--- config.mk ---
export PLATFORM = sky130hd
export DESIGN_NAME = soil_resistance_two_phase_average
export DESIGN_NICKNAME = d
export VERILOG_FILES = /design/src/design/srta_pkg.sv /design/src/design/srta_front.sv /design/src/design/srta_queue.sv /design/src/design/srta_div.sv /design/src/design/srta_back.sv /design/src/design/soil_resistance_two_phase_average.sv
export SDC_FILE = /design/constraint.sdc
export NUM_CORES = 1
export LEC_CHECK = 0
export BUFFER_PORTS_ARGS = -buffer_cell sky130_fd_sc_hd__buf_2
export CORE_ASPECT_RATIO = 0.6
export CORE_MARGIN = 1
export CORE_UTILIZATION = 65
export CTS_CLUSTER_SIZE = 12
export DETAILED_ROUTE_END_ITERATION = 8
export PLACE_DENSITY = 0.83
export SYNTH_ARGS = -nofsm -noshare
export SYNTH_HDL_FRONTEND = slang
export SYNTH_HIERARCHICAL = 1
export SYNTH_SLANG_ARGS = --single-unit
--- constraint.sdc ---
create_clock -name clk -period 10.6 [get_ports clk]
set_clock_uncertainty 0.1 [all_clocks]
set_input_delay 1.06 -clock clk [delete_from_list [all_inputs] [get_ports clk]]
set_output_delay 1.06 -clock clk [all_outputs]
set_load 0.1 [all_outputs]
--- src/design/srta_pkg.sv ---
`timescale 1ns / 1ps
// ----------------------------------------------------------------------------
// srta_pkg: shared types and constants for the soil resistance averager
// Sample and result payloads, queue entry, divider request/response and the
// sizes derived from the window length and ADC width.
// ----------------------------------------------------------------------------
package srta_pkg;

	localparam int SAMPLE_BITS      = 10;
	localparam int READS_PER_WINDOW = 11;
	localparam int REF_BITS         = 16;
	localparam int RES_BITS         = 24;
	localparam logic [REF_BITS-1:0] REF_RESET = REF_BITS'(4700);

	// window position counter, running sum and divider sizes
	localparam int CNT_BITS  = $clog2(READS_PER_WINDOW + 1);
	localparam int SUM_BITS  = RES_BITS + $clog2(READS_PER_WINDOW + 1);
	localparam int PROD_BITS = REF_BITS + SAMPLE_BITS;
	localparam int DIV_BITS  = (PROD_BITS > SUM_BITS) ? PROD_BITS : SUM_BITS;
	localparam int DVS_BITS  = (SAMPLE_BITS > CNT_BITS) ? SAMPLE_BITS : CNT_BITS;
	localparam int DCNT_BITS = $clog2(DIV_BITS);

	localparam int QUEUE_DEPTH = 2;
	localparam int QPTR_BITS   = $clog2(QUEUE_DEPTH);
	localparam int QCNT_BITS   = $clog2(QUEUE_DEPTH + 1);

	// saturation limits on a quotient magnitude
	localparam logic [DIV_BITS-1:0] RES_POS_LIM = DIV_BITS'((64'd1 << (RES_BITS - 1)) - 64'd1);
	localparam logic [DIV_BITS-1:0] RES_NEG_LIM = DIV_BITS'(64'd1 << (RES_BITS - 1));

	typedef struct packed {
		logic [SAMPLE_BITS-1:0] supply_sample;
		logic [SAMPLE_BITS-1:0] sensor_sample;
	} sample_t;

	typedef struct packed {
		logic signed [RES_BITS-1:0] bias;
		logic signed [RES_BITS-1:0] compensated;
		logic                       zero_divide;
	} result_t;

	// one classified request waiting for the back end
	typedef struct packed {
		logic                zero;
		logic                neg;
		logic [DIV_BITS-1:0] mag;
		logic [DVS_BITS-1:0] dvs;
	} job_t;

	typedef struct packed {
		logic                start;
		logic [DIV_BITS-1:0] dividend;
		logic [DVS_BITS-1:0] divisor;
	} div_req_t;

	typedef struct packed {
		logic                busy;
		logic                done;
		logic [DIV_BITS-1:0] quotient;
	} div_rsp_t;

endpackage

--- src/design/srta_front.sv ---
`timescale 1ns / 1ps
// ----------------------------------------------------------------------------
// srta_front: request intake and classification
// Holds the reference register, forms |ref*(supply-sensor)|, its sign and the
// divisor, and flags a zero sensor reading.
// ----------------------------------------------------------------------------
module srta_front (
	input  logic                              clk,
	input  logic                              arst_n,
	input  logic                              cfg_we,
	input  logic [srta_pkg::REF_BITS-1:0]     cfg_data,
	input  srta_pkg::sample_t                 sample,
	input  logic                              accept,
	output logic                              push,
	output srta_pkg::job_t                    job
);

	logic [srta_pkg::REF_BITS-1:0]    ref_q;
	logic                             zero;
	logic                             neg;
	logic [srta_pkg::SAMPLE_BITS-1:0] absd;
	logic [srta_pkg::SAMPLE_BITS-1:0] mul_op;
	logic [srta_pkg::PROD_BITS-1:0]   prod;

	always_ff @(posedge clk or negedge arst_n) begin
		if (!arst_n) begin
			ref_q <= srta_pkg::REF_RESET;
		end else if (cfg_we) begin
			ref_q <= cfg_data;
		end
	end

	always_comb begin
		zero   = (sample.sensor_sample == '0);
		neg    = (sample.supply_sample < sample.sensor_sample);
		absd   = neg ? (sample.sensor_sample - sample.supply_sample)
		             : (sample.supply_sample - sample.sensor_sample);
		// zero sensor: full-scale reading over a divisor of one
		mul_op = zero ? '1 : absd;
		prod   = srta_pkg::PROD_BITS'(ref_q) * srta_pkg::PROD_BITS'(mul_op);
	end

	assign push     = accept;
	assign job.zero = zero;
	assign job.neg  = neg;
	assign job.mag  = srta_pkg::DIV_BITS'(prod);
	assign job.dvs  = zero ? srta_pkg::DVS_BITS'(1)
	                       : srta_pkg::DVS_BITS'(sample.sensor_sample);

endmodule

--- src/design/srta_queue.sv ---
`timescale 1ns / 1ps
// ----------------------------------------------------------------------------
// srta_queue: short request queue between front and back end
// Small register FIFO; full stalls the front, empty idles the back.
// ----------------------------------------------------------------------------
module srta_queue (
	input  logic           clk,
	input  logic           arst_n,
	input  logic           push,
	input  srta_pkg::job_t wr_job,
	output logic           full,
	input  logic           pop,
	output srta_pkg::job_t rd_job,
	output logic           empty
);

	srta_pkg::job_t                   mem_q [srta_pkg::QUEUE_DEPTH];
	logic [srta_pkg::QPTR_BITS-1:0]   wr_ptr_q;
	logic [srta_pkg::QPTR_BITS-1:0]   rd_ptr_q;
	logic [srta_pkg::QCNT_BITS-1:0]   count_q;

	assign full   = (count_q == srta_pkg::QCNT_BITS'(srta_pkg::QUEUE_DEPTH));
	assign empty  = (count_q == '0);
	assign rd_job = mem_q[rd_ptr_q];

	always_ff @(posedge clk) begin
		if (push) begin
			mem_q[wr_ptr_q] <= wr_job;
		end
	end

	always_ff @(posedge clk or negedge arst_n) begin
		if (!arst_n) begin
			wr_ptr_q <= '0;
			rd_ptr_q <= '0;
			count_q  <= '0;
		end else begin
			if (push) begin
				wr_ptr_q <= wr_ptr_q + 1'b1;
			end
			if (pop) begin
				rd_ptr_q <= rd_ptr_q + 1'b1;
			end
			if (push && !pop) begin
				count_q <= count_q + 1'b1;
			end else if (pop && !push) begin
				count_q <= count_q - 1'b1;
			end
		end
	end

endmodule

--- src/design/srta_div.sv ---
`timescale 1ns / 1ps
// ----------------------------------------------------------------------------
// srta_div: iterative unsigned divider
// Restoring radix-2, one quotient bit per cycle, done pulses after the last.
// ----------------------------------------------------------------------------
module srta_div (
	input  logic               clk,
	input  logic               arst_n,
	input  srta_pkg::div_req_t req,
	output srta_pkg::div_rsp_t rsp
);

	logic                              busy_q;
	logic                              done_q;
	logic [srta_pkg::DCNT_BITS-1:0]    cnt_q;
	logic [srta_pkg::DIV_BITS-1:0]     quo_q;
	logic [srta_pkg::DVS_BITS-1:0]     rem_q;
	logic [srta_pkg::DVS_BITS-1:0]     dvs_q;
	logic [srta_pkg::DVS_BITS:0]       shifted;
	logic [srta_pkg::DVS_BITS:0]       diff;
	logic                              ge;

	always_comb begin
		shifted = {rem_q, quo_q[srta_pkg::DIV_BITS-1]};
		diff    = shifted - {1'b0, dvs_q};
		ge      = (shifted >= {1'b0, dvs_q});
	end

	always_ff @(posedge clk) begin
		if (req.start) begin
			quo_q <= req.dividend;
			rem_q <= '0;
			dvs_q <= req.divisor;
		end else if (busy_q) begin
			quo_q <= {quo_q[srta_pkg::DIV_BITS-2:0], ge};
			rem_q <= ge ? diff[srta_pkg::DVS_BITS-1:0] : shifted[srta_pkg::DVS_BITS-1:0];
		end
	end

	always_ff @(posedge clk or negedge arst_n) begin
		if (!arst_n) begin
			busy_q <= 1'b0;
			done_q <= 1'b0;
			cnt_q  <= '0;
		end else begin
			done_q <= 1'b0;
			if (req.start) begin
				busy_q <= 1'b1;
				cnt_q  <= '0;
			end else if (busy_q) begin
				cnt_q <= cnt_q + 1'b1;
				if (cnt_q == srta_pkg::DCNT_BITS'(srta_pkg::DIV_BITS - 1)) begin
					busy_q <= 1'b0;
					done_q <= 1'b1;
				end
			end
		end
	end

	assign rsp.busy     = busy_q;
	assign rsp.done     = done_q;
	assign rsp.quotient = quo_q;

endmodule

--- src/design/srta_back.sv ---
`timescale 1ns / 1ps
// ----------------------------------------------------------------------------
// srta_back: resistance, window average and two-phase result sequencer
// Drives the shared divider for each resistance and each window average,
// keeps the running sum and the first-phase average, owns the result register.
// ----------------------------------------------------------------------------
module srta_back (
	input  logic                clk,
	input  logic                arst_n,
	input  logic                empty,
	input  srta_pkg::job_t      job,
	output logic                pop,
	output srta_pkg::div_req_t  div_req,
	input  srta_pkg::div_rsp_t  div_rsp,
	output logic                result_valid,
	input  logic                result_stall,
	output srta_pkg::result_t   result
);

	localparam logic [2:0] ST_IDLE = 3'd0;
	localparam logic [2:0] ST_DIVR = 3'd1;
	localparam logic [2:0] ST_ACC  = 3'd2;
	localparam logic [2:0] ST_DIVA = 3'd3;
	localparam logic [2:0] ST_EMIT = 3'd4;

	localparam int RB = srta_pkg::RES_BITS;
	localparam int SB = srta_pkg::SUM_BITS;

	logic [2:0]                       state_q;
	logic                             neg_q;
	logic signed [RB-1:0]             res_q;
	logic signed [SB-1:0]             sum_q;
	logic [srta_pkg::CNT_BITS-1:0]    count_q;
	logic                             second_q;
	logic                             saw_zero_q;
	logic signed [RB-1:0]             first_q;
	logic signed [RB-1:0]             avg_q;
	logic                             out_valid_q;
	srta_pkg::result_t                out_q;

	logic signed [SB-1:0]             sum_next;
	logic [SB-1:0]                    sum_mag;
	logic                             window_end;
	logic [srta_pkg::DIV_BITS-1:0]    q;
	logic signed [RB-1:0]             res_sat;
	logic signed [RB-1:0]             avg_val;
	logic signed [RB:0]               pair_diff;
	logic signed [RB:0]               pair_sum;
	logic signed [RB:0]               pair_adj;
	logic signed [RB-1:0]             bias_sat;
	logic                             out_free;

	always_comb begin
		sum_next   = sum_q + SB'(res_q);
		sum_mag    = sum_next[SB-1] ? (-sum_next) : sum_next;
		window_end = (count_q == srta_pkg::CNT_BITS'(srta_pkg::READS_PER_WINDOW - 1));
		q          = div_rsp.quotient;

		// quotient magnitude back to a saturated signed resistance
		if (!neg_q) begin
			res_sat = (q > srta_pkg::RES_POS_LIM) ? {1'b0, {(RB-1){1'b1}}} : q[RB-1:0];
		end else begin
			res_sat = (q > srta_pkg::RES_NEG_LIM) ? {1'b1, {(RB-1){1'b0}}} : (-q[RB-1:0]);
		end
		avg_val = neg_q ? (-q[RB-1:0]) : q[RB-1:0];

		pair_diff = (RB+1)'(first_q) - (RB+1)'(avg_q);
		pair_sum  = (RB+1)'(first_q) + (RB+1)'(avg_q);
		// halve toward zero: bias negative sums up by one before the shift
		pair_adj  = pair_sum + (RB+1)'(pair_sum[RB]);
		if (pair_diff[RB] != pair_diff[RB-1]) begin
			bias_sat = pair_diff[RB] ? {1'b1, {(RB-1){1'b0}}} : {1'b0, {(RB-1){1'b1}}};
		end else begin
			bias_sat = pair_diff[RB-1:0];
		end

		out_free = !out_valid_q || !result_stall;
		pop      = (state_q == ST_IDLE) && !empty;

		div_req.start    = 1'b0;
		div_req.dividend = job.mag;
		div_req.divisor  = job.dvs;
		if (pop) begin
			div_req.start = 1'b1;
		end else if ((state_q == ST_ACC) && window_end) begin
			div_req.start    = 1'b1;
			div_req.dividend = srta_pkg::DIV_BITS'(sum_mag);
			div_req.divisor  = srta_pkg::DVS_BITS'(srta_pkg::READS_PER_WINDOW);
		end
	end

	always_ff @(posedge clk) begin
		if (state_q == ST_DIVR && div_rsp.done) begin
			res_q <= res_sat;
		end
		if (state_q == ST_DIVA && div_rsp.done) begin
			avg_q <= avg_val;
		end
		if (state_q == ST_EMIT && out_free) begin
			out_q.bias        <= bias_sat;
			out_q.compensated <= pair_adj[RB:1];
			out_q.zero_divide <= saw_zero_q;
		end
	end

	always_ff @(posedge clk or negedge arst_n) begin
		if (!arst_n) begin
			state_q     <= ST_IDLE;
			neg_q       <= 1'b0;
			sum_q       <= '0;
			count_q     <= '0;
			second_q    <= 1'b0;
			saw_zero_q  <= 1'b0;
			first_q     <= '0;
			out_valid_q <= 1'b0;
		end else begin
			// in EMIT the load below takes over the valid bit
			if (out_valid_q && !result_stall && (state_q != ST_EMIT)) begin
				out_valid_q <= 1'b0;
			end
			unique case (state_q)
				ST_IDLE: begin
					if (pop) begin
						neg_q      <= job.neg;
						saw_zero_q <= saw_zero_q | job.zero;
						state_q    <= ST_DIVR;
					end
				end
				ST_DIVR: begin
					if (div_rsp.done) begin
						state_q <= ST_ACC;
					end
				end
				ST_ACC: begin
					if (window_end) begin
						neg_q   <= sum_next[SB-1];
						sum_q   <= '0;
						count_q <= '0;
						state_q <= ST_DIVA;
					end else begin
						sum_q   <= sum_next;
						count_q <= count_q + 1'b1;
						state_q <= ST_IDLE;
					end
				end
				ST_DIVA: begin
					if (div_rsp.done) begin
						if (!second_q) begin
							first_q  <= avg_val;
							second_q <= 1'b1;
							state_q  <= ST_IDLE;
						end else begin
							state_q <= ST_EMIT;
						end
					end
				end
				ST_EMIT: begin
					if (out_free) begin
						out_valid_q <= 1'b1;
						second_q    <= 1'b0;
						saw_zero_q  <= 1'b0;
						first_q     <= '0;
						state_q     <= ST_IDLE;
					end
				end
				default: begin
					state_q <= ST_IDLE;
				end
			endcase
		end
	end

	assign result_valid = out_valid_q;
	assign result       = out_q;

endmodule

--- src/design/soil_resistance_two_phase_average.sv ---
`timescale 1ns / 1ps
// ----------------------------------------------------------------------------
// soil_resistance_two_phase_average: polarity-compensated soil resistance
// Turns supply/sensor ADC pairs into resistances, averages each window and
// reports bias and compensated value after every second window.
// ----------------------------------------------------------------------------
// Each request is one ADC pair (supply, sensor). The resistance
// ref*(supply-sensor)/sensor is divided toward zero and saturated to 24 bits
// signed; a zero sensor reading counts as ref*(2^SAMPLE_BITS-1) and sets the
// zero_divide flag of the current pair of windows. READS_PER_WINDOW
// resistances are summed and divided toward zero by the window size. The
// first window's average is held; when the second (reversed polarity) window
// closes, one result comes out: bias = first - second (saturated) and
// compensated = (first + second) / 2 toward zero. All other requests produce
// no result. Throughput is set by the single shared radix-2 divider, which
// retires one quotient bit per cycle over DIV_BITS bits (28 at the default
// sizes); the back end takes one request at a time, and the request closing a
// window runs the divider once more for the average before the result
// register is loaded. A two-entry queue lets the sample side keep feeding
// requests while the back end divides, and the result register lets a new
// request start while an earlier result is still stalled. The reference
// register is written through cfg_we/cfg_data; write it only while no request
// is in flight.
// ----------------------------------------------------------------------------
module soil_resistance_two_phase_average (
	input  logic                          clk,
	input  logic                          arst_n,
	// configuration: reference_resistance
	input  logic                          cfg_we,
	input  logic [srta_pkg::REF_BITS-1:0] cfg_data,
	// sample request channel
	input  logic                          sample_valid,
	output logic                          sample_stall,
	input  srta_pkg::sample_t             sample,
	// result channel
	output logic                          result_valid,
	input  logic                          result_stall,
	output srta_pkg::result_t             result
);

	logic               accept;
	logic               push;
	logic               full;
	logic               empty;
	logic               pop;
	srta_pkg::job_t     wr_job;
	srta_pkg::job_t     rd_job;
	srta_pkg::div_req_t div_req;
	srta_pkg::div_rsp_t div_rsp;

	// the front stalls only when the queue is full
	assign sample_stall = full;
	assign accept       = sample_valid && !full;

	// front: reference register, product and divisor selection
	srta_front u_front (
		.clk      (clk),
		.arst_n   (arst_n),
		.cfg_we   (cfg_we),
		.cfg_data (cfg_data),
		.sample   (sample),
		.accept   (accept),
		.push     (push),
		.job      (wr_job)
	);

	// decoupling queue between intake and the divider sequencer
	srta_queue u_queue (
		.clk    (clk),
		.arst_n (arst_n),
		.push   (push),
		.wr_job (wr_job),
		.full   (full),
		.pop    (pop),
		.rd_job (rd_job),
		.empty  (empty)
	);

	// shared divider: resistance quotients and window averages
	srta_div u_div (
		.clk    (clk),
		.arst_n (arst_n),
		.req    (div_req),
		.rsp    (div_rsp)
	);

	// back end: accumulation, phase tracking and result register
	srta_back u_back (
		.clk          (clk),
		.arst_n       (arst_n),
		.empty        (empty),
		.job          (rd_job),
		.pop          (pop),
		.div_req      (div_req),
		.div_rsp      (div_rsp),
		.result_valid (result_valid),
		.result_stall (result_stall),
		.result       (result)
	);

endmodule
==> results of run 1 <==
through the flow:
step	setup WS (ns)	util, %	cell area, um^2	instances	hold WS [ns]
finish	2.05	71.5	27300	3202	0.361
detailed placement	1.66	68.7	26200	3140	0.345
floorplan	2.50	-	25600	2645	0.326
global placement	2.05	68.7	26200	3140	0.342
CTS	2.21	71.5	27300	3202	0.359
global route	1.62	71.5	27300	3202	0.373
worst max-delay path by stage:
stage | from | to | slack (ns) | cells after the start
floorplan | sample[10] | u_queue/mem_q[0][33]$_DFFE_PP_ | 2.50 | 31
global placement | sample[0] | u_queue/mem_q[0][29]$_DFFE_PP_ | 2.05 | 27
detailed placement | sample[10] | u_queue/mem_q[0][29]$_DFFE_PP_ | 1.66 | 28
CTS | sample[10] | u_queue/mem_q[0][29]$_DFFE_PP_ | 2.21 | 28
global route | sample[10] | u_queue/mem_q[0][29]$_DFFE_PP_ | 1.62 | 28
finish | sample[10] | u_queue/mem_q[1][29]$_DFFE_PP_ | 2.05 | 28
registers in the layout, summed over array words and instances, names as in the netlist, 2 cells and up:
signal and cells:
u_back/state_q 3, u_front/ref_q 16, u_div/dvs_q 10, u_div/rem_q 10, u_back/count_q 4, u_back/result 49
u_queue/mem_q 80, u_back/sum_q 28, u_div/quo_q 28, u_back/first_q 24, u_back/avg_q 24, u_queue/count_q 2
u_back/res_q 24, u_div/cnt_q 5
layer usage:
metal | vias to the layer above | routed length, um
met5 | - | 0
met4 | 0 | 1000
met3 | 100 | 8110
met2 | 1198 | 27000
met1 | 10075 | 30000
li1 | 9352 | -
layout by cell type, fill, tap and decap left out, drive strengths merged, types with 10 or more instances in the layout:
cell type    n
nor3        49
or3         27
inv        248
nand2      256
dfxtp       10
a21oi      117
o21ai      155
a22o        21
a21o        29
nor2b       24
dfrtp       84
and2        57
a31oi       23
ha         170
a211oi      23
mux2        88
o31ai       18
nor4        19
or4         10
nor2       147
xnor2      103
buf        118
nand3      103
nand2b      46
or2         18
o311ai      17
mux2i       10
clkbuf      54
nor3b       12
o21bai      18
edfxtp     215
o211ai      16
fa         116
nand4       25
xor2        57
and3        52
layout make-up:
cell class	count	area, um^2
multi-input cells	1949	15100
fillers	2747	10900
flip-flops and latches	315	8920
clock buffers	54	976
inverters	245	925
repair buffers	118	661
well taps	513	642
clock inverters	8	109
==> results.json, run 1 <==
{
  "coreArea_um2": 38200,
  "arrival_ns": 8.72,
  "dieWidth_um": 258,
  "cts_setup_buffers": 0,
  "grt_start_max_net_pins": 59,
  "worstPathRequired_ns": 10.77,
  "ant_nets": 0,
  "hp-start": "u_back/saw_zero_q$_DFFE_PN0P_",
  "synthCells": 2644,
  "clkSinkCount": 315,
  "finalCritPeriodShare_pct": 80.7,
  "grt_usage_pct": 33.2,
  "crit_path_end_kind": "flop",
  "antenna_found_initial": 0,
  "r2r_setup_slack_ns": 4.53,
  "num_rows": 55,
  "htree_levels": 2,
  "finalCriticalPeriod_ns": 8.55,
  "timing.rr.start": "u_front/ref_q[5]$_DFFE_PN0P_",
  "drv_cap": 0,
  "via_per_inst": 6.47,
  "drive_above_1_share_pct": 12.1,
  "hold_viol": 0,
  "rsz0062_at_grt": "no",
  "drt_iter0_drc": 2770,
  "grtUsageMet2_pct": 46.8,
  "cp_top_family": "adder cells",
  "critical_path_buf_inv_count": 7,
  "cts_buffer_depth": 3,
  "grt_overflow": 0,
  "drcViolationCount": 5,
  "dpl.hpwl_mm": 49.8,
  "worst_path_largest_cell_delay_ns": 0.92,
  "r2r_end": "u_queue/mem_q[1][29]$_DFFE_PP_",
  "clock_latency_ns": 0.54,
  "gr-usage-met3_pct": 8.76,
  "timing.fmax_mhz": 117,
  "critPathLaunchType": "primary input",
  "initial_core_util_pct": 66.9,
  "use_met1_pct": 51.2,
  "ctsResizeCount": 0,
  "cts_tree": "yes",
  "setup_viol": 0,
  "violations": "DRC",
  "hp-class": "reg -> reg",
  "maxSlewViolCount": 0,
  "worstMarginPinSlew_ns": 1.39,
  "whs_path_depth": 0,
  "yosysWarnings": 6,
  "max-slew-margin-rel_pct": 7.24,
  "slowest_stage": "o21ai_1",
  "cts.hold.buffers_added": 0,
  "vias": 20725,
  "criticalPathCategory": "in -> reg",
  "die_area_um2": 40200,
  "numCtsBuffers": 34,
  "status": "finished, violations left",
  "clock-root-buffer": "clkbuf_16",
  "antenna_cells": 0,
  "first_pass_iters": 9,
  "syn_area_um2": 25600,
  "fin_tns_setup_ns": 0,
  "r2r.worst_path.cells": 19,
  "syn_avg_cell_area_um2": 9.67,
  "grt_pass1_vias": 19896,
  "gr-max-usage-layer": "met1",
  "wl_mm": 66.1,
  "cp_max_fo": 16,
  "wl_per_cell_um": 20.6,
  "holdPathEnd": "u_back/result[0]$_DFFE_PP_",
  "areaGrowthSynthToFinish_pct": 6.83,
  "gp_congestion": 0.999,
  "path_clk_slew_ns": 0.06,
  "die_h_um": 156,
  "grt_pass1_wl_mm": 106,
  "finalNetCount": 2990,
  "io_buffers": 91,
  "io_pins": 92
}
Power of run 1 is left out: the tool's default activity adds up to more than one toggle a clock period on the data nets, which glitch-free logic cannot reach.
==> run 2, diff against run 1 <==
--- a/config.mk
+++ b/config.mk
@@ -5,13 +5,14 @@
 export SDC_FILE = /design/constraint.sdc
 export NUM_CORES = 1
 export LEC_CHECK = 0
+export ABC_AREA = 1
 export BUFFER_PORTS_ARGS = -buffer_cell sky130_fd_sc_hd__buf_2
 export CORE_ASPECT_RATIO = 0.6
 export CORE_MARGIN = 1
-export CORE_UTILIZATION = 65
+export CORE_UTILIZATION = 58
 export CTS_CLUSTER_SIZE = 12
 export DETAILED_ROUTE_END_ITERATION = 8
-export PLACE_DENSITY = 0.83
+export PLACE_DENSITY = 0.78
 export SYNTH_ARGS = -nofsm -noshare
 export SYNTH_HDL_FRONTEND = slang
 export SYNTH_HIERARCHICAL = 1
==> constraint.sdc (replaced) <==
create_clock -name clk -period 7.5 [get_ports clk]
set_clock_uncertainty 0.1 [all_clocks]
set_input_delay 0.75 -clock clk [delete_from_list [all_inputs] [get_ports clk]]
set_output_delay 0.75 -clock clk [all_outputs]
set_load 0.1 [all_outputs]
==> results.json, run 2 <==
{
  "via_per_inst": 5.46,
  "criticalPathCategory": "in -> reg",
  "first_pass_iters": 7,
  "dr_wl_met2_mm": 27.1,
  "yosysWarnings": 6,
  "ir_worst_vdd_mv": 0.471,
  "worstMarginPinSlew_ns": 1.15,
  "grt_pass1_vias": 21140,
  "clkSinkCount": 315,
  "finalCriticalPeriod_ns": 6.64,
  "p_per_area_nw_per_um2": 354,
  "cts_tree": "yes",
  "fin_tns_setup_ns": 0,
  "hold_slack_ns": 0.0854,
  "timing.rr.start": "u_front/ref_q[7]$_DFFE_PN0P_",
  "max-slew-margin-rel_pct": 23.1,
  "worstPathRequired_ns": 7.67,
  "cts.hold.buffers_added": 0,
  "syn_avg_cell_area_um2": 7.76,
  "cts_setup_buffers": 0,
  "cts_buffer_depth": 3,
  "final_util_pct": 62.7,
  "clkPwrFrac_pct": 16.5,
  "rsz0062_at_grt": "no",
  "p_leak_nw": 15.1,
  "r2r.worst_path.cells": 17,
  "r2r_setup_slack_ns": 2.20,
  "ant_nets": 0,
  "syn_area_um2": 27200,
  "final_cell_mix": "nand2_1 (1052), inv_1 (585), nor2_1 (231)",
  "status": "finished clean",
  "drive_above_1_share_pct": 10.1,
  "critPathLaunchType": "primary input",
  "dieWidth_um": 282,
  "initial_core_util_pct": 58.7,
  "stdcell_area_um2": 29000,
  "clock-root-buffer": "clkbuf_16",
  "areaGrowthSynthToFinish_pct": 6.70,
  "p_seq_share_pct": 25.8,
  "num_rows": 61,
  "htree_levels": 2,
  "synthCells": 3507,
  "power_switching_share_pct": 45.4,
  "die_area_um2": 47800,
  "cp_max_fo": 16,
  "finalCritPeriodShare_pct": 88.6,
  "grt_usage_pct": 28.9,
  "place_area_um2": 27900,
  "antenna_cells": 0,
  "antenna_found_initial": 0,
  "arrival_ns": 6.82,
  "finalNetCount": 3867,
  "grt_overflow": 0,
  "numCtsBuffers": 35,
  "dr_wl_met3_mm": 7.52,
  "power.switching_mw": 4.67,
  "wl_met1_mm": 32.3,
  "wl_mm": 67.8,
  "wl_per_cell_um": 16.2,
  "hold_viol": 0,
  "clock_latency_ns": 0.55,
  "setup_viol": 0,
  "io_buffers": 91,
  "hp-class": "in -> async",
  "maxSlewViolCount": 0,
  "r2r_end": "u_queue/mem_q[0][34]$_DFFE_PP_",
  "timing.fmax_mhz": 151,
  "layout_commonest_cell": "nand2_1",
  "dpl.hpwl_mm": 52.6,
  "die_h_um": 170,
  "dr.max_layer_used": "met4",
  "largest_reg_flops": 80,
  "io_pins": 92,
  "crit_path_end_kind": "flop",
  "drcViolationCount": 0,
  "p_int_mw": 5.62,
  "ctsResizeCount": 0,
  "drt_iter0_drc": 2412,
  "grt_start_max_net_pins": 58,
  "regMostFlops": "u_queue/mem_q",
  "vias": 22931,
  "path_clk_slew_ns": 0.06,
  "drv_cap": 0,
  "coreArea_um2": 46300,
  "grt_pass1_wl_mm": 110,
  "gp_congestion": 1.01,
  "pwr-share-comb_pct": 57.7
}
run 2: routing by layer:
metal | vias up | track usage (%)
li1 | 11205 | -
met1 | 10636 | 44.5
met2 | 1013 | 41.6
met3 | 77 | 6.42
met4 | 0 | 4.82
met5 | - | 0
run 2: worst max-delay path by stage:
stage | from | slack, ns | endpoint
finish | sample[0] | 0.86 | u_queue/mem_q[0][34]$_DFFE_PP_
global route | sample[10] | 0.47 | u_queue/mem_q[0][34]$_DFFE_PP_
CTS | sample[0] | 0.91 | u_queue/mem_q[0][34]$_DFFE_PP_
detailed placement | sample[0] | 0.38 | u_queue/mem_q[1][34]$_DFFE_PP_
global placement | sample[10] | 0.44 | u_queue/mem_q[0][32]$_DFFE_PP_
floorplan | sample[10] | 0.98 | u_queue/mem_q[0][35]$_DFFE_PP_
run 2: metrics by stage:
step	setup WS, ns	std cells	power, mW
after floorplan	0.984	3508	7.02
after global placement	0.435	4133	8.40
final	0.856	4197	10.3
after detailed placement	0.379	4133	8.49
after CTS	0.909	4197	10.3
after global routing	0.473	4197	11.1
run 2: area by class of cell:
type	instances	area [um^2]
fill	4053	17300
multi-input combinational	2468	15400
sequential	315	8920
inverter	614	2300
clock buffer	56	1010
tap	630	788
timing repair buffer	106	571
clock inverter	8	96.3
run 2: power groups by stage:
stage,combinational (mW),sequential (mW),clock [mW]
2_1_floorplan,4.38,2.64,0
3_3_place_gp,5.72,2.68,0
3_5_place_dp,5.80,2.69,0
4_1_cts,5.87,2.65,1.73
5_1_grt,6.66,2.67,1.80
6_report,5.93,2.65,1.70
run 2: worst max-delay path, stage by stage:
cell,delay (ns)
buf_2,0.11
ha_1,0.22
fa_1,0.47
o21ai_2,0.23
nand2_1,0.10
nand2_1,0.08
nand2_1,0.06
nand2_2,0.16
nand2_1,0.09
nand3_2,0.27
nand2_1,0.13
fa_1,0.56
inv_1,0.06
fa_1,0.54
fa_1,0.45
fa_1,0.54
inv_1,0.05
fa_1,0.53
inv_1,0.05
ha_1,0.36
nand2_1,0.14
inv_1,0.05
a21oi_1,0.27
nor2_1,0.09
o21ai_0,0.16
nand3_1,0.13
xor2_1,0.17
Power figures use the tool's default switching activity.
